### src/rtl/srr_pkg.sv
// Shared types, constants and saturation helpers for the room reverb.
package srr_pkg;

    localparam int SAMPLE_W = 16;
    localparam int INT_W    = 20;
    localparam int GAIN_W   = 16;

    // Q0.16 coefficients
    localparam logic [15:0] COEF_DAMP_NEW  = 16'd39322;  // 0.6
    localparam logic [15:0] COEF_DAMP_OLD  = 16'd26214;  // 0.4
    localparam logic [15:0] COEF_FEEDBACK  = 16'd48497;  // 0.74
    localparam logic [15:0] WET_GAIN_RESET = 16'd14418;

    // per-step enables for the comb datapath
    typedef struct packed {
        logic       mul_en;
        logic [1:0] mul_idx;
        logic       upd_en;
        logic [1:0] upd_idx;
        logic       fb_en;
    } comb_ctl_t;

    // per-step enables for the averaging, allpass and wet mix datapath
    typedef struct packed {
        logic sum_load;
        logic sum_add;
        logic ap_a_en;
        logic ap_b_en;
        logic wet_en;
    } tail_ctl_t;

    function automatic logic signed [INT_W-1:0] sat20(input logic signed [23:0] v);
        logic signed [INT_W-1:0] r;
        if (v > 24'sd524287) begin
            r = 20'sd524287;
        end else if (v < -24'sd524288) begin
            r = -20'sd524288;
        end else begin
            r = v[INT_W-1:0];
        end
        return r;
    endfunction

    function automatic logic signed [SAMPLE_W-1:0] sat16(input logic signed [23:0] v);
        logic signed [SAMPLE_W-1:0] r;
        if (v > 24'sd32767) begin
            r = 16'sd32767;
        end else if (v < -24'sd32768) begin
            r = -16'sd32768;
        end else begin
            r = v[SAMPLE_W-1:0];
        end
        return r;
    endfunction

endpackage

### src/rtl/srr_tail_unit.sv
// Comb averaging, two allpass stages sharing one datapath, and wet/dry mix.
module srr_tail_unit
    import srr_pkg::*;
(
    input  logic                       aclk,
    input  tail_ctl_t                  ctl,
    input  logic signed [INT_W-1:0]    line_b,
    input  logic signed [SAMPLE_W-1:0] dry,
    input  logic [GAIN_W-1:0]          wet_gain,
    output logic signed [INT_W-1:0]    wa,
    output logic signed [INT_W-1:0]    wb,
    output logic signed [SAMPLE_W-1:0] mix
);

    logic signed [21:0]      sum_reg;
    logic signed [INT_W-1:0] ap_out_reg;
    logic signed [INT_W-1:0] wa_reg;
    logic signed [INT_W-1:0] wb_reg;
    logic signed [36:0]      p_reg;

    logic signed [21:0]      sum_r;
    logic signed [INT_W-1:0] avg;
    logic signed [INT_W-1:0] ap_x;
    logic signed [20:0]      b_r;
    logic signed [INT_W-1:0] b_half;
    logic signed [INT_W-1:0] ap_y;
    logic signed [INT_W-1:0] ap_w;
    logic signed [36:0]      p_r;
    logic signed [20:0]      p_q;

    // sum of four 20-bit values times 0.25 always fits 20 bits
    assign sum_r = sum_reg + 22'sd2;
    assign avg   = $signed(sum_r[21:2]);

    assign ap_x   = ctl.ap_a_en ? avg : ap_out_reg;
    assign b_r    = 21'(line_b) + 21'sd1;
    assign b_half = $signed(b_r[20:1]);
    assign ap_y   = sat20(24'(line_b) - 24'(ap_x));
    assign ap_w   = sat20(24'(ap_x) + 24'(b_half));

    assign p_r = p_reg + 37'sd32768;
    assign p_q = $signed(p_r[36:16]);
    assign mix = sat16(24'(dry) + 24'(p_q));

    assign wa = wa_reg;
    assign wb = wb_reg;

    always_ff @(posedge aclk) begin
        if (ctl.sum_load) begin
            sum_reg <= 22'(line_b);
        end else if (ctl.sum_add) begin
            sum_reg <= sum_reg + 22'(line_b);
        end
        if (ctl.ap_a_en || ctl.ap_b_en) begin
            ap_out_reg <= ap_y;
        end
        if (ctl.ap_a_en) begin
            wa_reg <= ap_w;
        end
        if (ctl.ap_b_en) begin
            wb_reg <= ap_w;
        end
        if (ctl.wet_en) begin
            p_reg <= 37'(ap_out_reg) * 37'($signed({1'b0, wet_gain}));
        end
    end

endmodule

### config.mk
export PLATFORM = sky130hd
export DESIGN_NAME = srr_tail_unit
export DESIGN_NICKNAME = d
export VERILOG_FILES = /design/src/rtl/srr_pkg.sv /design/src/rtl/srr_tail_unit.sv
export SDC_FILE = /design/constraint.sdc
export NUM_CORES = 1
export LEC_CHECK = 0
export BUFFER_PORTS_ARGS = -buffer_cell sky130_fd_sc_hd__buf_4
export CAP_MARGIN = 20
export CORE_AREA = 10 10 254 256
export CTS_BUF_LIST = sky130_fd_sc_hd__clkbuf_2 sky130_fd_sc_hd__clkbuf_4 sky130_fd_sc_hd__clkbuf_8
export DETAILED_ROUTE_END_ITERATION = 8
export DIE_AREA = 0 0 264 266
export PLACE_DENSITY = 0.57
export SLEW_MARGIN = 15
export SYNTH_ARGS = -nofsm -noshare
export SYNTH_HDL_FRONTEND = slang
export SYNTH_SLANG_ARGS = --single-unit
### constraint.sdc
create_clock -name aclk -period 9 [get_ports aclk]
set_input_delay 1.35 -clock aclk [delete_from_list [all_inputs] [get_ports aclk]]
set_output_delay 1.35 -clock aclk [all_outputs]
set_load 0.01 [all_outputs]
== Word level (Yosys, flattened, before mapping) ==
Index checks and enable logic that the tools add are counted.

* Register bits: 119
* Input port bits: 58
* Word-level logic and storage cells: 29

* Muxes and demuxes: 8
* $lt $le $gt $ge: 6
* Add/sub/neg operators: 7
* Reduce and logical (&&, ||, !) cells: 2
* $mul: 1

{| class="wikitable"
|+ Operators by type and width
! operator !! number
|-
| 2-to-1 mux 20 bit || 4
|-
| 2-to-1 mux 22 bit || 2
|-
| greater-than comparator 21 x 20 -> 1 bit (second input constant) || 2
|-
| < comparator 21 x 20 -> 1 bit (second input constant) || 2
|-
| adder 37 x 17 -> 37 bit (second input constant) || 1
|-
| multiplier 20 x 17 -> 37 bit || 1
|-
| 2-to-1 mux 16 bit || 2
|-
| adder 16 x 21 -> 22 bit || 1
|-
| adder 22 x 20 -> 22 bit || 1
|-
| adder 22 x 3 -> 22 bit (second input constant) || 1
|-
| greater-than comparator 22 x 16 -> 1 bit (second input constant) || 1
|-
| < comparator 22 x 16 -> 1 bit (second input constant) || 1
|-
| adder 20 x 2 -> 21 bit (second input constant) || 1
|-
| adder 20 x 20 -> 21 bit || 1
|-
| subtractor 20 x 20 -> 21 bit || 1
|-
| nonzero test 2 bit || 1
|-
| logical OR 1 bit || 1
|}

== Depth between registers and ports, before layout ==
* Word-level depth: 6
* Gate-level depth with buffers: 24

== Least setup slack after synthesis ==
OpenSTA, ideal clock, no wires.

* Path type: input -> register
* Start point: input wet_gain[2]
* End point: register p_reg[36], data pin
* Required time: 8730 ps
* Data arrival time: 6900 ps
* Library setup time: 270 ps
* Setup slack: 1830 ps
* Path buffers: 1
* Stages: 22
* Cell sequence: clkbuf_1 and2_1 fa_1 inv_1 fa_1 inv_1 fa_1 fa_1 fa_1 inv_1 fa_1 inv_1 ha_1 a21o_1 a21o_1 a21oi_1 nor2_1 a211oi_1 o31a_1 o211ai_1 a2111oi_0 nor3b_1

* Cells in the longest elaborated chain, start to end: 1

{| class="wikitable"
|+ Ends and longest elaborated chain
! element !! RTL line !! RTL
|-
| from (decl) || srr_tail_unit.sv:9 || <nowiki>input logic [GAIN_W-1:0] wet_gain,</nowiki>
|-
| multiplier 20 x 17 -> 37 bit || srr_tail_unit.sv:64 || <nowiki>p_reg <= 37'(ap_out_reg) * 37'($signed({1'b0, wet_gain}));</nowiki>
|-
| to (signal assigned) || srr_tail_unit.sv:64 ||
|-
| to (decl) || srr_tail_unit.sv:19 || <nowiki>logic signed [36:0] p_reg;</nowiki>
|}

No other way between the ends.
A chain may end at the register's enable or synchronous reset.

== Final worst setup path ==
Same ends and word-level chain as after synthesis.

==> impl_results.md <==
- Post-cts repair resize count: 0
- Synth top area share: 31.44%
- GRT Total Usage: about 15%
- Top delay family on crit path: adder cells
- Leading area contributor after synthesis: fa_1
- TritonCTS clock tree: done
- FF-to-FF Start: ap_out_reg[19]
- CORE AREA: around 0.060 mm²
- Cell Area, Synth: about 0.021 mm²
- Synth cell types: 80
- Largest stage delay on the critical path: around 0.61 ns
- Vias after detailed routing: 15530
- Number of fill cells: around 6000
- Multiplexer area fraction after synthesis: less than 1%
- Internal reg-to-reg setup slack: between 2 and 2.5 ns
- Io pins: between 100 and 150
- Crit path DAT: ~7.4 ns
- Final setup fails: 0
- Clock Sinks: roughly 100
- Status: finished clean
- Setup crit start kind: input pin
- Met2 Track Usage GR: ~27%
- Worst path slowest cell: fa_1
- Clk pin slew, worst setup/hold paths: 0.11 ns
- Compound-Gate Fraction of Synth Area: a little over a tenth
- Fin Setup TNS: 0 ns
- Final nets: approximately 2900
- Layout Skew: between 0.01 and 0.015 ns
- R2R Path End: p_reg[36]
- Cells on worst reg2reg path: 21
- Dominant cells by area after synthesis: fa_1 (31%), edfxtp_1 (15%), ha_1 (11%)
- Worst hold path endpoint: sum_reg[0]
- CP Class: input pin to register
- Part of the Yosys area used for sequential elements: 15.19%
- Starting density of the core: between 30 and 40%
- Total global routing overflow: 0
- Synth async-reset ratio: 0%
- Cells after Synth: ~2300
- Number of post-CTS setup repair buffers: 0
- Slew Limit Headroom: between 30% and 40%
- Max-Cap Viols: 0
- Number of vias per cell: slightly below 5
- #FFs+latches synth: 104
- Simple-gate share of the synthesized area: about 16%
- Critical Path Most Common Cell: fa_1
- CTS root buf: clkbuf_8
- Largest family of logic cells by synthesized area: adder cells
- Longest Clk Path Bufs: 2
- Initial antenna violation count: 1
- GRT met1 Usage: around a fifth
- H-Tree Depth: 3
- Ys flop type: edfxtp_1
- EDFF count, synth: 104
- Layout cell share with drive strength beyond 1: under 10%
- Final Wtd Congestion: 0.8874
- Via count of the first global-routing pass: ~17000
- Syn Nets: ~2800
- Fmax: roughly 140 MHz
- Hold path startpoint: sum_reg[0]
- Hold Path Cell Cnt: 2
- First-pass detailed-route iteration total: 5
- DRC violations left: 0
- Worst Path Max Fanout: 20
- Count leader, synth: inv_1
- Later-pin clock latency in the skew report: 0.44 ns
- 1st-iter DRT viols: roughly 700
- Synth cell count leaders: inv_1 (449), fa_1 (323), nand2_1 (277)
- Wirelength per Cell: between 15 and 20 µm
- Area share of fa/ha/maj cells after synthesis: a little over two fifths
- Final hold violations: 0
- Slack of the critical path: ~1.8 ns
- Clock period minus worst slack: about 7 ns
- TritonCTS buffer count: 9
- Most used routing layer: met2
- Critical path buffer and inverter count: 5
- Post-Synth XOR/XNOR Area: around 6.2%
- Area grow syn2layout: 8.676%
- Met3 usage: ~1.9%
- Fin crit share: between 70% and 80%
- Std-Cell Rows: 90
- HP Class: register to register
- Worst setup EP type: register
- Final wirelength: roughly 53000 µm
- Count of pins over their slew limit: 0
- Placed wire-length estimate: 44190 µm
- Syn_area_per_cell: about 9.0 µm²
- Die height: 266 µm
- First-pass GRT wire length: slightly below 90000 µm
- Die footprint: 0.07022 mm²
- Largest net degree at the start of global routing: 51
- Synth warnings: 0
- Critical path, cell by cell: buf_4 -> and2_1 -> fa_1 -> inv_1 -> fa_1 -> inv_1 -> fa_1 -> fa_1 -> fa_1 -> inv_1 -> fa_1 -> inv_1 -> ha_1 -> a21o_1 -> a21o_1 -> a21oi_1 -> nor2_1 -> a211oi_1 -> o31a_1 -> o211ai_1 -> a2111oi_0 -> nor3b_1
- CTS Hold Buffers Added: 0
- Worst-Margin Slew: 0.9525 ns
- Port bufs: between 100 and 150
- Required @ worst endpoint: 9.18 ns
- Die W: around 260 µm
- RSZ-0062 raised after global routing: no
- Setup slack at placement: ~1.3 ns
- Antenna-violating nets left: 0
## layout by cell type (no fill, tap or decap), types with 16 or more instances in the layout
cell and count:
nand2_1 277, a21o_1 26, and2_1 130, nand2b_1 21
o21ai_0 81, fa_1 323, a21oi_1 100, edfxtp_1 104
ha_1 176, nor2_1 87, and3_1 22, nor3_1 23
buf_4 120, xor2_1 60, inv_1 449, nand3_1 45
xnor2_1 83, nand4_1 16
## worst max path at each step
| stage | endpoint | from | cells past startpoint | slack (ns) |
|---|---|---|---|---|
| floorplan | p_reg[36] | wet_gain[2] | 22 | 1.83 |
| global placement | p_reg[36] | wet_gain[2] | 22 | 1.45 |
| detailed placement | p_reg[36] | wet_gain[2] | 22 | 1.33 |
| CTS | p_reg[36] | wet_gain[2] | 22 | 1.82 |
| global route | p_reg[36] | wet_gain[2] | 22 | 1.30 |
| finish | p_reg[36] | wet_gain[2] | 22 | 1.80 |
## worst min-delay path: stages (launching register included)
cell      delay, ns
edfxtp_1       0.34
ha_1           0.11
mux2_2         0.13
## routing by layer
layer	part of all wire, %	vias to the layer above
met5	0	-
met4	2.5	0
met3	2.9	62
met2	51	280
met1	44	7770
li1	-	7413
## logic make-up (layout without fill, tap and decap cells)
| group | count (synthesis) | after routing |
|---|---|---|
| AOI/OAI and AO/OA | 336 | 336 |
| xor gates and xnor gates | 144 | 144 |
| adders and majority gates | 503 | 503 |
| buffers and inverters | 520 | 585 |
| DFF | 104 | 104 |
| muxes | 4 | 4 |
| other | 0 | 2 |
| and+or+nand+nor | 673 | 673 |
## stage by stage
stage	hold slack (ns)	cell area [µm²]	util [%]	instances
CTS	0.6882	22350	37.44	3131
floorplan	0.6366	20570	-	2284
finish	0.6794	22350	37.45	3133
global route	0.7149	22350	37.44	3132
detailed placement	0.6616	22150	37.12	3115
global placement	0.6448	22150	37.12	3115
## layout make-up
class                   instances  area [µm²]  share of cell area (%)
flip-flops and latches        104        3123                   13.97
well taps                     782       978.4                   4.378
repair buffers                120       900.9                   4.031
clock inverters                 6       62.56                  0.2799
inverters                     449        1685                   7.541
clock buffers                  10       131.4                  0.5878
diodes                          2       5.005                 0.02239
multi-input cells            1660       15460                   69.19
Power is left out: the tool's default activity adds up to more than one toggle a clock period on the data nets, which glitch-free logic cannot reach.
