### src/rtl/srr_pkg.sv
// Shared types, constants and saturation helpers for the room reverb.
package srr_pkg;

    localparam int SAMPLE_W = 16;
    localparam int INT_W    = 20;
    localparam int GAIN_W   = 16;

    // Q0.16 coefficients
    localparam logic [15:0] COEF_DAMP_NEW  = 16'd39322;  // 0.6
    localparam logic [15:0] COEF_DAMP_OLD  = 16'd26214;  // 0.4
    localparam logic [15:0] COEF_FEEDBACK  = 16'd48497;  // 0.74
    localparam logic [15:0] WET_GAIN_RESET = 16'd14418;

    // per-step enables for the comb datapath
    typedef struct packed {
        logic       mul_en;
        logic [1:0] mul_idx;
        logic       upd_en;
        logic [1:0] upd_idx;
        logic       fb_en;
    } comb_ctl_t;

    // per-step enables for the averaging, allpass and wet mix datapath
    typedef struct packed {
        logic sum_load;
        logic sum_add;
        logic ap_a_en;
        logic ap_b_en;
        logic wet_en;
    } tail_ctl_t;

    function automatic logic signed [INT_W-1:0] sat20(input logic signed [23:0] v);
        logic signed [INT_W-1:0] r;
        if (v > 24'sd524287) begin
            r = 20'sd524287;
        end else if (v < -24'sd524288) begin
            r = -20'sd524288;
        end else begin
            r = v[INT_W-1:0];
        end
        return r;
    endfunction

    function automatic logic signed [SAMPLE_W-1:0] sat16(input logic signed [23:0] v);
        logic signed [SAMPLE_W-1:0] r;
        if (v > 24'sd32767) begin
            r = 16'sd32767;
        end else if (v < -24'sd32768) begin
            r = -16'sd32768;
        end else begin
            r = v[SAMPLE_W-1:0];
        end
        return r;
    endfunction

endpackage

### src/rtl/srr_comb_unit.sv
// Comb datapath: damping low-pass and feedback scaling, one comb per step.
module srr_comb_unit
    import srr_pkg::*;
(
    input  logic                       aclk,
    input  logic                       aresetn,
    input  comb_ctl_t                  ctl,
    input  logic signed [INT_W-1:0]    line_y,
    input  logic signed [SAMPLE_W-1:0] dry,
    output logic signed [INT_W-1:0]    wr_data
);

    logic signed [INT_W-1:0] damp_reg [4];
    logic signed [36:0]      pa_reg;
    logic signed [36:0]      pb_reg;
    logic signed [INT_W-1:0] dn_reg;
    logic signed [36:0]      pf_reg;

    logic signed [37:0]      acc;
    logic signed [37:0]      acc_r;
    logic signed [21:0]      acc_q;
    logic signed [INT_W-1:0] dn;
    logic signed [36:0]      pf_r;
    logic signed [20:0]      pf_q;

    // damp = round(0.6*y + 0.4*damp)
    assign acc   = 38'(pa_reg) + 38'(pb_reg);
    assign acc_r = acc + 38'sd32768;
    assign acc_q = $signed(acc_r[37:16]);
    assign dn    = sat20(24'(acc_q));

    // line input = x + round(0.74*damp)
    assign pf_r    = pf_reg + 37'sd32768;
    assign pf_q    = $signed(pf_r[36:16]);
    assign wr_data = sat20(24'(dry) + 24'(pf_q));

    always_ff @(posedge aclk) begin
        if (!aresetn) begin
            for (int i = 0; i < 4; i++) begin
                damp_reg[i] <= '0;
            end
        end else if (ctl.upd_en) begin
            damp_reg[ctl.upd_idx] <= dn;
        end
    end

    always_ff @(posedge aclk) begin
        if (ctl.mul_en) begin
            pa_reg <= 37'(line_y) * 37'($signed({1'b0, COEF_DAMP_NEW}));
            pb_reg <= 37'(damp_reg[ctl.mul_idx]) * 37'($signed({1'b0, COEF_DAMP_OLD}));
        end
        if (ctl.upd_en) begin
            dn_reg <= dn;
        end
        if (ctl.fb_en) begin
            pf_reg <= 37'(dn_reg) * 37'($signed({1'b0, COEF_FEEDBACK}));
        end
    end

endmodule

### config.mk
export PLATFORM = sky130hd
export DESIGN_NAME = srr_comb_unit
export DESIGN_NICKNAME = d
export VERILOG_FILES = /design/src/rtl/srr_pkg.sv /design/src/rtl/srr_comb_unit.sv
export SDC_FILE = /design/constraint.sdc
export NUM_CORES = 2
export LEC_CHECK = 0
export BUFFER_PORTS_ARGS = -buffer_cell sky130_fd_sc_hd__buf_2
export CAP_MARGIN = 20
export CORE_MARGIN = 4
export CORE_UTILIZATION = 40
export DETAILED_ROUTE_END_ITERATION = 12
export MAX_ROUTING_LAYER = met4
export PLACE_DENSITY_LB_ADDON = 0.15
export SYNTH_ARGS = -nofsm -noshare
export SYNTH_HDL_FRONTEND = slang
export SYNTH_SLANG_ARGS = --single-unit
### constraint.sdc
create_clock -name aclk -period 23.9 [get_ports aclk]
set_clock_uncertainty 0.05 [all_clocks]
set_input_delay 3.585 -clock aclk [delete_from_list [all_inputs] [get_ports aclk]]
set_output_delay 3.585 -clock aclk [all_outputs]
set_load 0.05 [all_outputs]
== Word-level counts from Yosys, hierarchy flattened ==
Memories as Yosys holds them, arrays and structs flattened.
Index checks and enable logic that the tools add are counted.

* Register bits after elaboration: 128
* Memory bits (writable): 80
* Output and inout bits: 20
* Memories kept: 1

* Add/subtract/negate cells: 4
* $mul: 3
* $lt $le $gt $ge: 4
* Mux-type cells: 11
* Reduce and logical (&&, ||, !) cells: 1

{| class="wikitable"
|+ Memories
! memory !! depth !! bits a word !! read ports !! clocked after Yosys merged registers in !! write ports !! line !! source
|-
| damp_reg || 4 || 20 || 1 || 0 || 4 || srr_comb_unit.sv:13 || <nowiki>logic signed [INT_W-1:0] damp_reg [4];</nowiki>
|}

{| class="wikitable"
|+ Operator list
! cell !! number
|-
| 20-bit two-way mux || 5
|-
| 22-bit by 20-bit > comparator with 1-bit output, second input constant || 2
|-
| 22-bit by 20-bit less-than comparator with 1-bit output, second input constant || 2
|-
| 37-bit by 36-bit adder with 38-bit output || 1
|-
| 38-bit by 17-bit adder with 38-bit output, second input constant || 1
|-
| 37-bit by 17-bit adder with 37-bit output, second input constant || 1
|-
| 20-bit by 17-bit multiplier with 37-bit output, second input constant || 1
|-
| 20-bit by 16-bit multiplier with 36-bit output, second input constant || 1
|-
| 20-bit by 15-bit multiplier with 35-bit output, second input constant || 1
|-
| 16-bit by 21-bit adder with 22-bit output || 1
|-
| 20-bit OR reduction || 1
|-
| 1-bit two-way mux || 5
|-
| 2-bit two-way mux || 1
|}

== Longest topological paths before layout ==
* Depth in word-level cells: 6
* Depth in mapped cells: 26
* Depth with buffers taken out: 24

== Worst setup path before layout ==
Ideal clock, no wire load.

* Path type: input port to flip-flop
* Start point: in ctl[4] (netlist bit)
* End point: reg pb_reg[33], data pin
* Setup time: 0.258 ns
* Arrival time: 10.491 ns
* Path slack: 13.101 ns
* Stages: 26
* Path through: buf_1 buf_1 mux4_2 ha_1 inv_1 fa_1 inv_1 ha_1 inv_1 fa_1 inv_1 fa_1 inv_1 fa_1 inv_1 ha_1 a21o_1 a21o_1 a21o_1 a2111oi_0 a211oi_1 o31ai_1 o21ai_0 a21o_1 a21oi_1 xnor2_1

* Longest elaborated chain between the ends: 2

{| class="wikitable"
|+ RTL lines
! element !! line !! source
|-
| start: declaration || srr_comb_unit.sv:7 || <nowiki>input comb_ctl_t ctl,</nowiki>
|-
| memory 4 x 20 bit || -- ||
|-
| 20-bit by 15-bit multiplier with 35-bit output || srr_comb_unit.sv:50 || <nowiki>pb_reg <= 37'(damp_reg[ctl.mul_idx]) * 37'($signed({1'b0, COEF_DAMP_OLD}));</nowiki>
|-
| end signal: assignment || srr_comb_unit.sv:50 ||
|-
| end: declaration || srr_comb_unit.sv:15 || <nowiki>logic signed [36:0] pb_reg;</nowiki>
|}

No other way between the ends.
A chain may end at the register's enable or synchronous reset.

== Final worst setup path ==
* Start point: in dry[4]
* End point: out wr_data[2]

* Longest elaborated chain between the ends: 4

{| class="wikitable"
|+ RTL lines
! element !! line !! source
|-
| start: declaration || srr_comb_unit.sv:9 || <nowiki>input logic signed [SAMPLE_W-1:0] dry,</nowiki>
|-
| 16-bit by 21-bit adder with 22-bit output (*) || srr_comb_unit.sv:35 || <nowiki>assign wr_data = sat20(24'(dry) + 24'(pf_q));</nowiki>
|-
| 22-bit by 20-bit less-than comparator with 1-bit output || srr_pkg.sv:36 || <nowiki>end else if (v < -24'sd524288) begin</nowiki>
|-
| 20-bit two-way mux || srr_pkg.sv:36 ||
|-
| 20-bit two-way mux (*) || srr_pkg.sv:34 || <nowiki>if (v > 24'sd524287) begin</nowiki>
|-
| end: declaration || srr_comb_unit.sv:10 || <nowiki>output logic signed [INT_W-1:0] wr_data</nowiki>
|}

Every way passes the cells marked *; elsewhere a longest branch is shown, timed or not.

==> reports/qor.yml <==
ys_seq_area_share_pct: 20.20
rsz0062_at_grt: "no"
ys_warn_count: 0
worst-path-max-fanout: 19
drtIter0Drc: 1084
crit_family: "compound AO/OA/AOI/OAI gates"
critPathBufInv: 2
die-height_um: 275.8
clock_path_buffers: 2
endpoint_kind: "output port"
port_buffers: 64
cts_num_sinks: 193
initial_core_util_pct: 40.69
cts_tree: "yes"
cts_hold_buf: 0
h-tree-depth: 4
io_pins: 65
synth_mux_area_share_pct: 1.779
rows: 97
yosysMostFrequentCell: "inv_1"
place_hpwl_um: 54040
slew_violations: 0
worstMarginPinSlew_ns: 1.167
synth_async_sr_flop_share_pct: 0
diodes: 0
drv_cap: 0
multi_input_area_um2: 20320
grt_max_degree: 86
antenna_found_initial: 0
reg2reg_to: "pb_reg[33]$_DFFE_PP_"
largest_reg_flops: 80
ys_ff_latch: 193
synth_top_cell_by_area: "fa_1"
min_path_cells: 1
cp_cell_sequence: "buf_2, ha_1, and2_1, o21ai_0, nand2_1, o311ai_1, a31oi_1, o31ai_1, nand2_1, o211a_1, o31ai_4, o21a_1, buf_2"
grt_pass1_vias: 20250
cts-resized-gates: 0
remaining_drc_errors: 0
crit_type: "in -> out"
synth_top_family_by_area: "adder cells"
period_needed_ns: 10.92
status: "finished clean"
dieWidth_um: 275.8
first_pass_iters: 6
critPathLaunchType: "input port"
postLayoutCellArea_um2: 30640
drive_gt1_share_pct: 5.760
place.gp.congestion: 0.9086
synth_top_area_share_pct: 26.79
synth_common_cells: "inv_1, ha_1, fa_1"
synth_area_leaders: "fa_1, ha_1, edfxtp_1"
final_nets: 3671
vias: 18750
slew_headroom_pct: 21.66
postCtsSetupRepairBufs: 0
area_delta_synth_final_pct: 6.785
clk_pin_slew_ns: 0.08
ant_nets: 0
syn_nets: 3627
synthSimpleGateAreaFrac_pct: 6.144
required_ns: 20.27
synthCells: 2721
r2r_start: "damp_reg[3][10]$_DFFE_PP_"
slowest_stage: "o31ai_4"
numCtsBuffers: 17
cts_root_buffer: "clkbuf_16"
wl_um: 64360
ff2ff_path_depth: 24
holdCritStartpoint: "damp_reg[2][0]$_SDFFCE_PN0P_"
grt_overflow_total: 0
reg2reg_setup_slack_ns: 16.74
synth_enable_flop_cells: 193
fin_tns_setup_ns: 0
dieArea_um2: 76080
utilization_pct: 43.45
dpl_cell_area_um2: 30010
fill_cells: 6795
synth_compound_area_share_pct: 10.84
crit_path_max_incr_delay_ns: 0.72
cp.arrival_ns: 7.28
timing.final.crit_share_pct: 45.67
avgSynthCellArea_um2: 10.54
hp-class: "reg -> reg"
wl_per_cell_um: 17.31
synth_ff_type: "edfxtp_1"
grt_pass1_wl_um: 107700
yosys.cell_types.count: 76
setup_viol: 0
max_freq_mhz: 91.61
synthXorXnorAreaFrac_pct: 4.396
synth.cell_area_um2: 28690
synthAdderAreaFrac_pct: 47.59
coreArea_um2: 70510
via_per_inst: 5.043
seq_area_um2: 5796
min_to: "pb_reg[1]$_DFFE_PP_"
grt_use_total_pct: 18.57
worstSkewPairLatency_ns: 0.49
finalHoldViolCount: 0
[placed cells by master (no fill, tap or decap), types with 6 or more instances in the layout]
master / Yosys / layout
o211ai_1: 6 / 6
buf_2: 8 / 64
a211oi_1: 69 / 69
ha_1: 477 / 477
nor2b_1: 13 / 13
fa_1: 384 / 384
mux4_2: 19 / 19
nand2b_1: 12 / 12
nand2_1: 87 / 87
nor2_1: 97 / 97
xor2_1: 44 / 44
or2_2: 12 / 12
edfxtp_1: 193 / 193
o21bai_1: 15 / 15
mux2i_1: 6 / 6
nor3_1: 24 / 24
and2_1: 13 / 13
a21oi_1: 121 / 121
inv_1: 625 / 625
xnor2_1: 100 / 100
a211oi_2: 7 / 7
a21o_1: 70 / 70
a31oi_1: 12 / 12
o21ai_0: 62 / 62
nand3_1: 39 / 39
o31ai_1: 6 / 6
clkbuf_16: 0 / 17
and3_1: 18 / 18
buf_4: 1 / 7
o22ai_1: 9 / 9
nand4_1: 19 / 19
or3_1: 7 / 7
o21a_1: 27 / 27
o21ai_1: 7 / 7
[cell families (layout without fill, tap and decap cells)]
family | Yosys count | in the layout
adder cells (fa/ha/maj) | 861 | 861
buffers and inverters | 674 | 731
AO/OA/AOI/OAI | 462 | 462
AND/OR/NAND/NOR | 360 | 360
flip-flops | 193 | 193
XOR/XNOR | 144 | 144
multiplexers | 27 | 27
[through the flow]
step / worst slack, ns / cells / hold WS [ns]
5_1_grt: 12.67 / 3718 / 0.7336
6_report: 12.98 / 3718 / 0.7256
4_1_cts: 13.05 / 3716 / 0.7305
3_5_place_dp: 12.78 / 3684 / 0.7137
3_3_place_gp: 12.79 / 3684 / 0.6982
2_1_floorplan: 13.10 / 2721 / 0.6372
[worst max-delay path by stage]
stage | from | depth (start not counted) | slack, ns | to
2_1_floorplan | ctl[4] | 26 | 13.10 | pb_reg[33]$_DFFE_PP_
3_3_place_gp | ctl[4] | 25 | 12.79 | pb_reg[33]$_DFFE_PP_
4_1_cts | dry[4] | 13 | 13.05 | wr_data[2]
6_report | dry[4] | 13 | 12.98 | wr_data[2]
3_5_place_dp | ctl[4] | 25 | 12.78 | pb_reg[33]$_DFFE_PP_
5_1_grt | dry[4] | 13 | 12.67 | wr_data[2]
[per-layer routing]
layer  routed length, µm  up-vias  GRT usage (%)
met5                   0        -              -
met2               32340      210          31.22
li1                    -     9164              -
met3                1659       39          2.330
met1               29520     9338          24.54
met4                 850        0          3.432
[area by class of cell]
cell class,instances,area share (%)
inverters,626,7.669
clock inverters,15,0.4860
flip-flops and latches,193,18.92
well taps,940,3.839
repair buffers,73,1.397
clock buffers,17,1.388
multi-input cells,1854,66.31
Power is not shown: default switching activity piles up to over one toggle a cycle in this logic, so the estimate is an artifact.
